$ cat src/hw/rtl/rgc_pkg.sv
`timescale 1ns / 1ps

package rgc_pkg;

  // pattern characters the scanner and the testbench use
  localparam logic [7:0] CH_LPAREN = 8'h28;
  localparam logic [7:0] CH_RPAREN = 8'h29;
  localparam logic [7:0] CH_LBRACK = 8'h5B;
  localparam logic [7:0] CH_RBRACK = 8'h5D;
  localparam logic [7:0] CH_DASH   = 8'h2D;
  localparam logic [7:0] CH_BSLASH = 8'h5C;
  localparam logic [7:0] CH_DOT    = 8'h2E;
  localparam logic [7:0] CH_COLON  = 8'h3A;
  localparam logic [7:0] CH_EQUAL  = 8'h3D;

  localparam int unsigned COUNT_W  = 16;
  localparam int unsigned STATUS_W = 3;
  localparam int unsigned OUT_DATA_W = 24;

  typedef enum logic [STATUS_W-1:0] {
    ERR_NONE     = 3'd0,
    ERR_STRAY    = 3'd1,
    ERR_UNCLOSED = 3'd2,
    ERR_UNTERM   = 3'd3,
    ERR_ELEMENT  = 3'd4,
    ERR_DEPTH    = 3'd5
  } err_code_t;

  typedef struct packed {
    logic [COUNT_W-1:0] group_count;
    err_code_t          status;
  } rgc_result_t;

endpackage

$ cat src/hw/rtl/regex_group_counter.sv
`timescale 1ns / 1ps

// Counts the capture groups of a POSIX regex fed one byte per beat on the in_
// channel, with in_tlast on the final byte of each pattern. One byte is taken
// every cycle unless the stall below holds; the scan state, depth and count update
// from the input register, so throughput is one byte per clock outside that
// stall. The only stall is a final byte that waits in the input register while
// the previous result beat is still held on the out_ channel. For each pattern a
// single result beat is loaded into the result register from the input register
// holding its last byte and shown on out_, carrying the group count and
// status (0 ok, 1 stray close, 2 unclosed group, 3 unterminated bracket or
// escape, 4 bad class element, 5 depth overflow). After an error the remaining
// bytes of that pattern are skipped and the count stays where the error was
// found. The scanner starts clean for the next pattern. Nesting deeper than
// MAX_DEPTH open groups is an error.
module regex_group_counter #(
  parameter int unsigned MAX_DEPTH = 16
) (
  input  logic        clk,
  input  logic        rst_n,
  input  logic        in_tvalid,
  output logic        in_tready,
  input  logic [7:0]  in_tdata,   // [7:0] pattern_byte
  input  logic        in_tlast,   // last_byte
  output logic        out_tvalid,
  input  logic        out_tready,
  output logic [23:0] out_tdata   // [15:0] group_count, [18:16] status, [23:19] zero
);

  logic                 in_vld_r;
  logic [7:0]           in_byte_r;
  logic                 in_last_r;
  logic                 out_vld_r;
  rgc_pkg::rgc_result_t out_res_r;
  rgc_pkg::rgc_result_t scan_res;
  logic                 out_free;
  logic                 step;

  assign out_free  = !out_vld_r || out_tready;
  // a non-final byte never waits on the result side
  assign step      = in_vld_r && (!in_last_r || out_free);
  assign in_tready = !in_vld_r || step;

  rgc_scan #(
    .MAX_DEPTH (MAX_DEPTH)
  ) u_scan (
    .clk          (clk),
    .rst_n        (rst_n),
    .step         (step),
    .pattern_byte (in_byte_r),
    .last_byte    (in_last_r),
    .result       (scan_res)
  );

  always_ff @(posedge clk) begin
    if (!rst_n) begin
      in_vld_r  <= 1'b0;
      out_vld_r <= 1'b0;
    end else begin
      if (in_tready) begin
        in_vld_r <= in_tvalid;
      end
      if (step && in_last_r) begin
        out_vld_r <= 1'b1;
      end else if (out_tready) begin
        out_vld_r <= 1'b0;
      end
    end
  end

  always_ff @(posedge clk) begin
    if (in_tready) begin
      in_byte_r <= in_tdata;
      in_last_r <= in_tlast;
    end
    if (step && in_last_r) begin
      out_res_r <= scan_res;
    end
  end

  assign out_tvalid = out_vld_r;
  assign out_tdata  = {(rgc_pkg::OUT_DATA_W - rgc_pkg::COUNT_W - rgc_pkg::STATUS_W)'(0),
                       out_res_r.status, out_res_r.group_count};

endmodule

$ cat src/hw/rtl/rgc_scan.sv
`timescale 1ns / 1ps

module rgc_scan #(
  parameter int unsigned MAX_DEPTH = 16
) (
  input  logic                 clk,
  input  logic                 rst_n,
  input  logic                 step,
  input  logic [7:0]           pattern_byte,
  input  logic                 last_byte,
  output rgc_pkg::rgc_result_t result
);

  localparam int unsigned DEPTH_W = $clog2(MAX_DEPTH + 1);
  localparam logic [DEPTH_W-1:0] DEPTH_MAX = DEPTH_W'(MAX_DEPTH);

  typedef enum logic [3:0] {
    S_NORMAL,
    S_ESCAPE,
    S_BFIRST,
    S_BBODY,
    S_BLBRACK,
    S_DOTSCAN,
    S_DOTEND,
    S_COLSCAN,
    S_COLEND,
    S_EQSCAN,
    S_EQEND
  } scan_st_t;

  scan_st_t                     st_r, st_nxt;
  logic [DEPTH_W-1:0]           depth_r, depth_nxt;
  logic [rgc_pkg::COUNT_W-1:0]  groups_r, groups_nxt;
  rgc_pkg::err_code_t           err_r, err_nxt, err_fin;
  scan_st_t                     body_st;
  logic                         in_element;

  // ordinary bracket member, not in first place
  always_comb begin
    if (pattern_byte == rgc_pkg::CH_RBRACK) begin
      body_st = S_NORMAL;
    end else if (pattern_byte == rgc_pkg::CH_LBRACK) begin
      body_st = S_BLBRACK;
    end else begin
      body_st = S_BBODY;
    end
  end

  always_comb begin
    st_nxt     = st_r;
    depth_nxt  = depth_r;
    groups_nxt = groups_r;
    err_nxt    = err_r;
    if (err_r == rgc_pkg::ERR_NONE) begin
      case (st_r)
        S_NORMAL: begin
          if (pattern_byte == rgc_pkg::CH_LBRACK) begin
            st_nxt = S_BFIRST;
          end else if (pattern_byte == rgc_pkg::CH_BSLASH) begin
            st_nxt = S_ESCAPE;
          end else if (pattern_byte == rgc_pkg::CH_LPAREN) begin
            if (depth_r >= DEPTH_MAX) begin
              err_nxt = rgc_pkg::ERR_DEPTH;
            end else begin
              depth_nxt = depth_r + 1'b1;
            end
          end else if (pattern_byte == rgc_pkg::CH_RPAREN) begin
            if (depth_r == '0) begin
              err_nxt = rgc_pkg::ERR_STRAY;
            end else begin
              depth_nxt = depth_r - 1'b1;
              if (groups_r != '1) begin
                groups_nxt = groups_r + 1'b1;
              end
            end
          end
        end
        S_ESCAPE: begin
          st_nxt = S_NORMAL;
        end
        S_BFIRST: begin
          // leading ']' or '-' is a literal member
          if (pattern_byte == rgc_pkg::CH_LBRACK) begin
            st_nxt = S_BLBRACK;
          end else begin
            st_nxt = S_BBODY;
          end
        end
        S_BBODY: begin
          st_nxt = body_st;
        end
        S_BLBRACK: begin
          if (pattern_byte == rgc_pkg::CH_DOT) begin
            st_nxt = S_DOTSCAN;
          end else if (pattern_byte == rgc_pkg::CH_COLON) begin
            st_nxt = S_COLSCAN;
          end else if (pattern_byte == rgc_pkg::CH_EQUAL) begin
            st_nxt = S_EQSCAN;
          end else begin
            st_nxt = body_st;
          end
        end
        S_DOTSCAN: begin
          if (pattern_byte == rgc_pkg::CH_DOT) begin
            st_nxt = S_DOTEND;
          end
        end
        S_COLSCAN: begin
          if (pattern_byte == rgc_pkg::CH_COLON) begin
            st_nxt = S_COLEND;
          end
        end
        S_EQSCAN: begin
          if (pattern_byte == rgc_pkg::CH_EQUAL) begin
            st_nxt = S_EQEND;
          end
        end
        S_DOTEND, S_COLEND, S_EQEND: begin
          if (pattern_byte == rgc_pkg::CH_RBRACK) begin
            st_nxt = S_BBODY;
          end else begin
            err_nxt = rgc_pkg::ERR_ELEMENT;
          end
        end
        default: begin
          st_nxt = S_NORMAL;
        end
      endcase
    end
  end

  assign in_element = (st_nxt == S_DOTSCAN) || (st_nxt == S_DOTEND) ||
                      (st_nxt == S_COLSCAN) || (st_nxt == S_COLEND) ||
                      (st_nxt == S_EQSCAN)  || (st_nxt == S_EQEND);

  // end-of-pattern checks
  always_comb begin
    err_fin = err_nxt;
    if (err_nxt == rgc_pkg::ERR_NONE) begin
      if (in_element) begin
        err_fin = rgc_pkg::ERR_ELEMENT;
      end else if (st_nxt != S_NORMAL) begin
        err_fin = rgc_pkg::ERR_UNTERM;
      end else if (depth_nxt != '0) begin
        err_fin = rgc_pkg::ERR_UNCLOSED;
      end
    end
  end

  assign result.group_count = groups_nxt;
  assign result.status      = err_fin;

  always_ff @(posedge clk) begin
    if (!rst_n) begin
      st_r     <= S_NORMAL;
      depth_r  <= '0;
      groups_r <= '0;
      err_r    <= rgc_pkg::ERR_NONE;
    end else if (step) begin
      if (last_byte) begin
        st_r     <= S_NORMAL;
        depth_r  <= '0;
        groups_r <= '0;
        err_r    <= rgc_pkg::ERR_NONE;
      end else begin
        st_r     <= st_nxt;
        depth_r  <= depth_nxt;
        groups_r <= groups_nxt;
        err_r    <= err_nxt;
      end
    end
  end

  a_depth_bound: assert property (@(posedge clk) disable iff (!rst_n)
    depth_r <= DEPTH_MAX)
    else $error("nesting depth above limit");

  a_clear_after_last: assert property (@(posedge clk) disable iff (!rst_n)
    step && last_byte |=> depth_r == '0 && groups_r == '0 &&
                          err_r == rgc_pkg::ERR_NONE && st_r == S_NORMAL)
    else $error("scanner not cleared after end of pattern");

  a_error_freezes: assert property (@(posedge clk) disable iff (!rst_n)
    err_r != rgc_pkg::ERR_NONE && !(step && last_byte) |=>
      $stable(groups_r) && $stable(err_r) && $stable(depth_r))
    else $error("scanner state moved after an error");

  a_sticky_status: assert property (@(posedge clk) disable iff (!rst_n)
    err_r != rgc_pkg::ERR_NONE |-> result.status == err_r)
    else $error("first error not reported");

endmodule

$ cat config.mk
export PLATFORM = sky130hd
export DESIGN_NAME = regex_group_counter
export DESIGN_NICKNAME = d
export VERILOG_FILES = /design/src/hw/rtl/rgc_pkg.sv /design/src/hw/rtl/regex_group_counter.sv /design/src/hw/rtl/rgc_scan.sv
export SDC_FILE = /design/constraint.sdc
export NUM_CORES = 1
export LEC_CHECK = 0
export BUFFER_PORTS_ARGS = -buffer_cell sky130_fd_sc_hd__buf_2
export CAP_MARGIN = 20
export CORE_MARGIN = 5
export CORE_UTILIZATION = 59
export DETAILED_ROUTE_END_ITERATION = 12
export PLACE_DENSITY = 0.84
export SETUP_SLACK_MARGIN = 0.2
export SYNTH_ARGS = -nofsm -noshare
export SYNTH_HDL_FRONTEND = slang
export SYNTH_SLANG_ARGS = --single-unit
$ cat constraint.sdc
create_clock -name clk -period 3.95 [get_ports clk]
set_clock_uncertainty 0.15 [all_clocks]
set_input_delay 0.5925 -clock clk [delete_from_list [all_inputs] [get_ports clk]]
set_output_delay 0.5925 -clock clk [all_outputs]
set_load 0.01 [all_outputs]
==> PnR_summary.wiki <==
{| class="wikitable"
! Metric !! Value
|-
| Classification of the worst-slack hold path || in2reg
|-
| Clock Root Buffer || clkbuf_8
|-
| Status || finished clean
|-
| Area of the die || 7540 um2
|-
| Portion of the post-synthesis area used by sequential elements || 41.4%
|-
| Number of buffers added on ports || 33
|-
| Total wire length || 7770 um
|-
| Critical path class || reg2reg
|-
| Die Y-Extent || 86.8 um
|-
| Number of failing setup endpoints in the final timing report || 0
|-
| Unrepaired setup endpoints after global routing || false
|-
| Residual overflow from global routing || 0
|-
| Number of clock buffers inserted by TritonCTS || 9
|-
| Worst ir drop on vdd || 0.331 mV
|-
| TritonCTS clock tree || yes
|-
| Routed length per placed instance || 16.3 um
|-
| Overall power || 1.36 mW
|-
| Power density cells || 352 nW/um2
|-
| Starting density of the core || 59.9%
|-
| Post-CTS resize count || 0
|-
| Die extent in x || 86.8 um
|-
| Dominant cells by area after synthesis || edfxtp_1, dfxtp_1, nor2b_1
|-
| Vias in the first global route || 2,720
|-
| Type of element capturing the critical path || register
|-
| Crit path required time || 3.90 ns
|-
| Share of post-route cells with drive strength above 1 || 17.7%
|-
| Cell with the biggest individual delay on the critical path || or4b_4
|-
| Async set-or-reset flop fraction in the synthesized netlist || 0%
|-
| Post-DRT Antenna Nets || 0
|-
| Instance area at placement || 3610 um2
|-
| Placement row count || 28
|-
| Share of Yosys cell area claimed by the top area cell type || 24.1%
|-
| H-Tree Level Count || 3
|-
| Max Cap Violations || 0
|-
| Cell family contributing the most delay on the critical path || simple AND/OR/NAND/NOR gates
|-
| Clock latency at the later pin of the worst-skew pair || 0.35 ns
|-
| Cell taking the most area after synthesis || edfxtp_1
|-
| Vias || 2,988
|-
| Least setup slack across all paths after layout || 0.759 ns
|-
| 1st-iter DRT viols || 264
|-
| Data arrival, critical path || 3.14 ns
|-
| Worst slack, placed || 0.817 ns
|-
| Max Transition Viols Final || 0
|-
| Gate count of the mapped netlist || 375
|-
| Clock-pin slew of the registers on the worst-case setup and hold paths || 0.07 ns
|-
| Yosys synthesis warning count || 0
|-
| Wire length of the first global-routing pass || 12,700 um
|-
| Global-route total usage across every layer || 21.1%
|-
| Post-Syn Area per Cell || 9.29 um2
|-
| Maximum clock frequency || 313 MHz
|-
| Commonest register cell after synthesis || dfxtp_1
|-
| Transition time of the tightest slew-check pin || 0.979 ns
|-
| Average via count per standard cell || 6.28
|-
| Number of synthesized flops with an enable pin || 28
|-
| Core Box Area || 5820 um2
|-
| Element type at the critical path start || register
|-
| DRC violations left || 0
|-
| Antenna violations before repair || 0
|-
| ANT cells || 0
|-
| Stage delay of the slowest cell on the critical path || 0.60 ns
|-
| Setup TNS || 0 ns
|-
| Cell Area, Synth || 3480 um2
|-
| Routability Congestion || 0.840
|-
| Leakage power total || 1.46 nW
|-
| Count of hold buffers inserted by post-cts repair || 0
|-
| CP max FO || 5
|-
| Largest net degree at the start of global routing || 31
|-
| Final critical delay including setup and external delays || 3.19 ns
|-
| Combined buffer and inverter count along the critical path || 0
|-
| Sinks on Clock Net || 58
|-
| Final cycle utilization of the critical path || 80.8%
|-
| Detailed-routing iteration count for the pre-antenna-repair pass || 6
|-
| Post-detail-place hpwl || 5290 um
|-
| Cell chain of the critical path || or4b_4, nor4_1, a2111oi_0, a211o_1, a21boi_1, nand4_1, nand4bb_1, o211a_1
|-
| Post CTS Setup Buffer Count || 0
|-
| Library cell with the highest instance count after synthesis || dfxtp_1
|-
| Hold slack || 0.273 ns
|-
| Post-Place Cells || 460
|-
| Area growth, synth to finish || 10.7%
|-
| Worst-case clock buffer depth || 2
|-
| Cell area after layout || 3860 um2
|-
| Most frequent cells after synthesis || dfxtp_1, edfxtp_1, nand2_1
|-
| Utilization after layout || 66.3%
|-
| Final cell count without fillers || 476
|-
| Number of unique standard cell types used by synthesis || 74
|-
| Final hold violation count || 0
|-
| Number of placed I/O pins || 39
|-
| Number of flip-flops and latches in the synthesized netlist || 58
|-
| Worst rel slew slack || 33.8%
|-
| Post-layout nets || 413
|}
==> power breakdown <==
group / leakage (nW) / switching (mW) / internal [mW]
sequential: 0.530 / 0.0120 / 0.637
clock: 0.122 / 0.257 / 0.398
combinational: 0.808 / 0.0342 / 0.0198
==> sequential cells by signal, summed over array words and instances (netlist names) <==
register         cells
out_tdata           19
u_scan.groups_r     16
in_byte_r            8
u_scan.depth_r       5
u_scan.st_r          4
u_scan.err_r         3
in_last_r            1
in_vld_r             1
out_tvalid           1
==> placed cells by master (no fill, tap or decap), types with 8 or more instances in the layout <==
| cell type | instances |
|---|---|
| o21ai_0 | 19 |
| a21boi_0 | 8 |
| nand3_1 | 13 |
| nor2_1 | 24 |
| inv_1 | 9 |
| nor3_1 | 12 |
| edfxtp_1 | 28 |
| buf_2 | 33 |
| clkbuf_8 | 9 |
| a31oi_1 | 8 |
| dfxtp_1 | 30 |
| a21oi_1 | 15 |
| a22oi_1 | 11 |
| nand2_1 | 28 |
| nor2b_1 | 19 |
==> cell families after synthesis <==
group | share of synthesized area [%]
DFF | 41.4
and+or+nand+nor | 28.8
buffers and inverters | 5.32
other | 0.108
muxes | 0.934
AOI/OAI and AO/OA | 18.7
adders and majority gates | 1.44
xor gates and xnor gates | 3.27
==> worst paths after layout <==
check / startpoint / to / slack [ns] / depth (start not counted)
worst max-delay path: in_byte_r[4]$_DFFE_PP_ / out_tdata[17]$_DFFE_PP_ / 0.76 / 8
worst min-delay path: in_tdata[1] / in_byte_r[1]$_DFFE_PP_ / 0.27 / 1
worst max register to register: in_byte_r[4]$_DFFE_PP_ / out_tdata[17]$_DFFE_PP_ / 0.76 / 8
worst min register to register: u_scan.groups_r[10]$_SDFFE_PN0P_ / u_scan.groups_r[10]$_SDFFE_PN0P_ / 0.38 / 2
==> area by class of cell <==
cell class	count	area, um2
clock buffer	10	149
timing repair buffer	34	173
tap	75	93.8
fill	471	1960
clock inverter	6	95.1
inverter	9	33.8
sequential	58	1440
multi-input combinational	284	1870
==> layer usage <==
metal  vias up  global-route usage [%]  part of all wire [%]
met3        17                    4.66                   6.2
met5         -                       0                     0
li1       1448                       -                     -
met1      1408                    29.0                    46
met2       115                    32.4                    46
met4         0                    8.07                   1.5
Note: power is estimated with default switching activity, not from simulation.
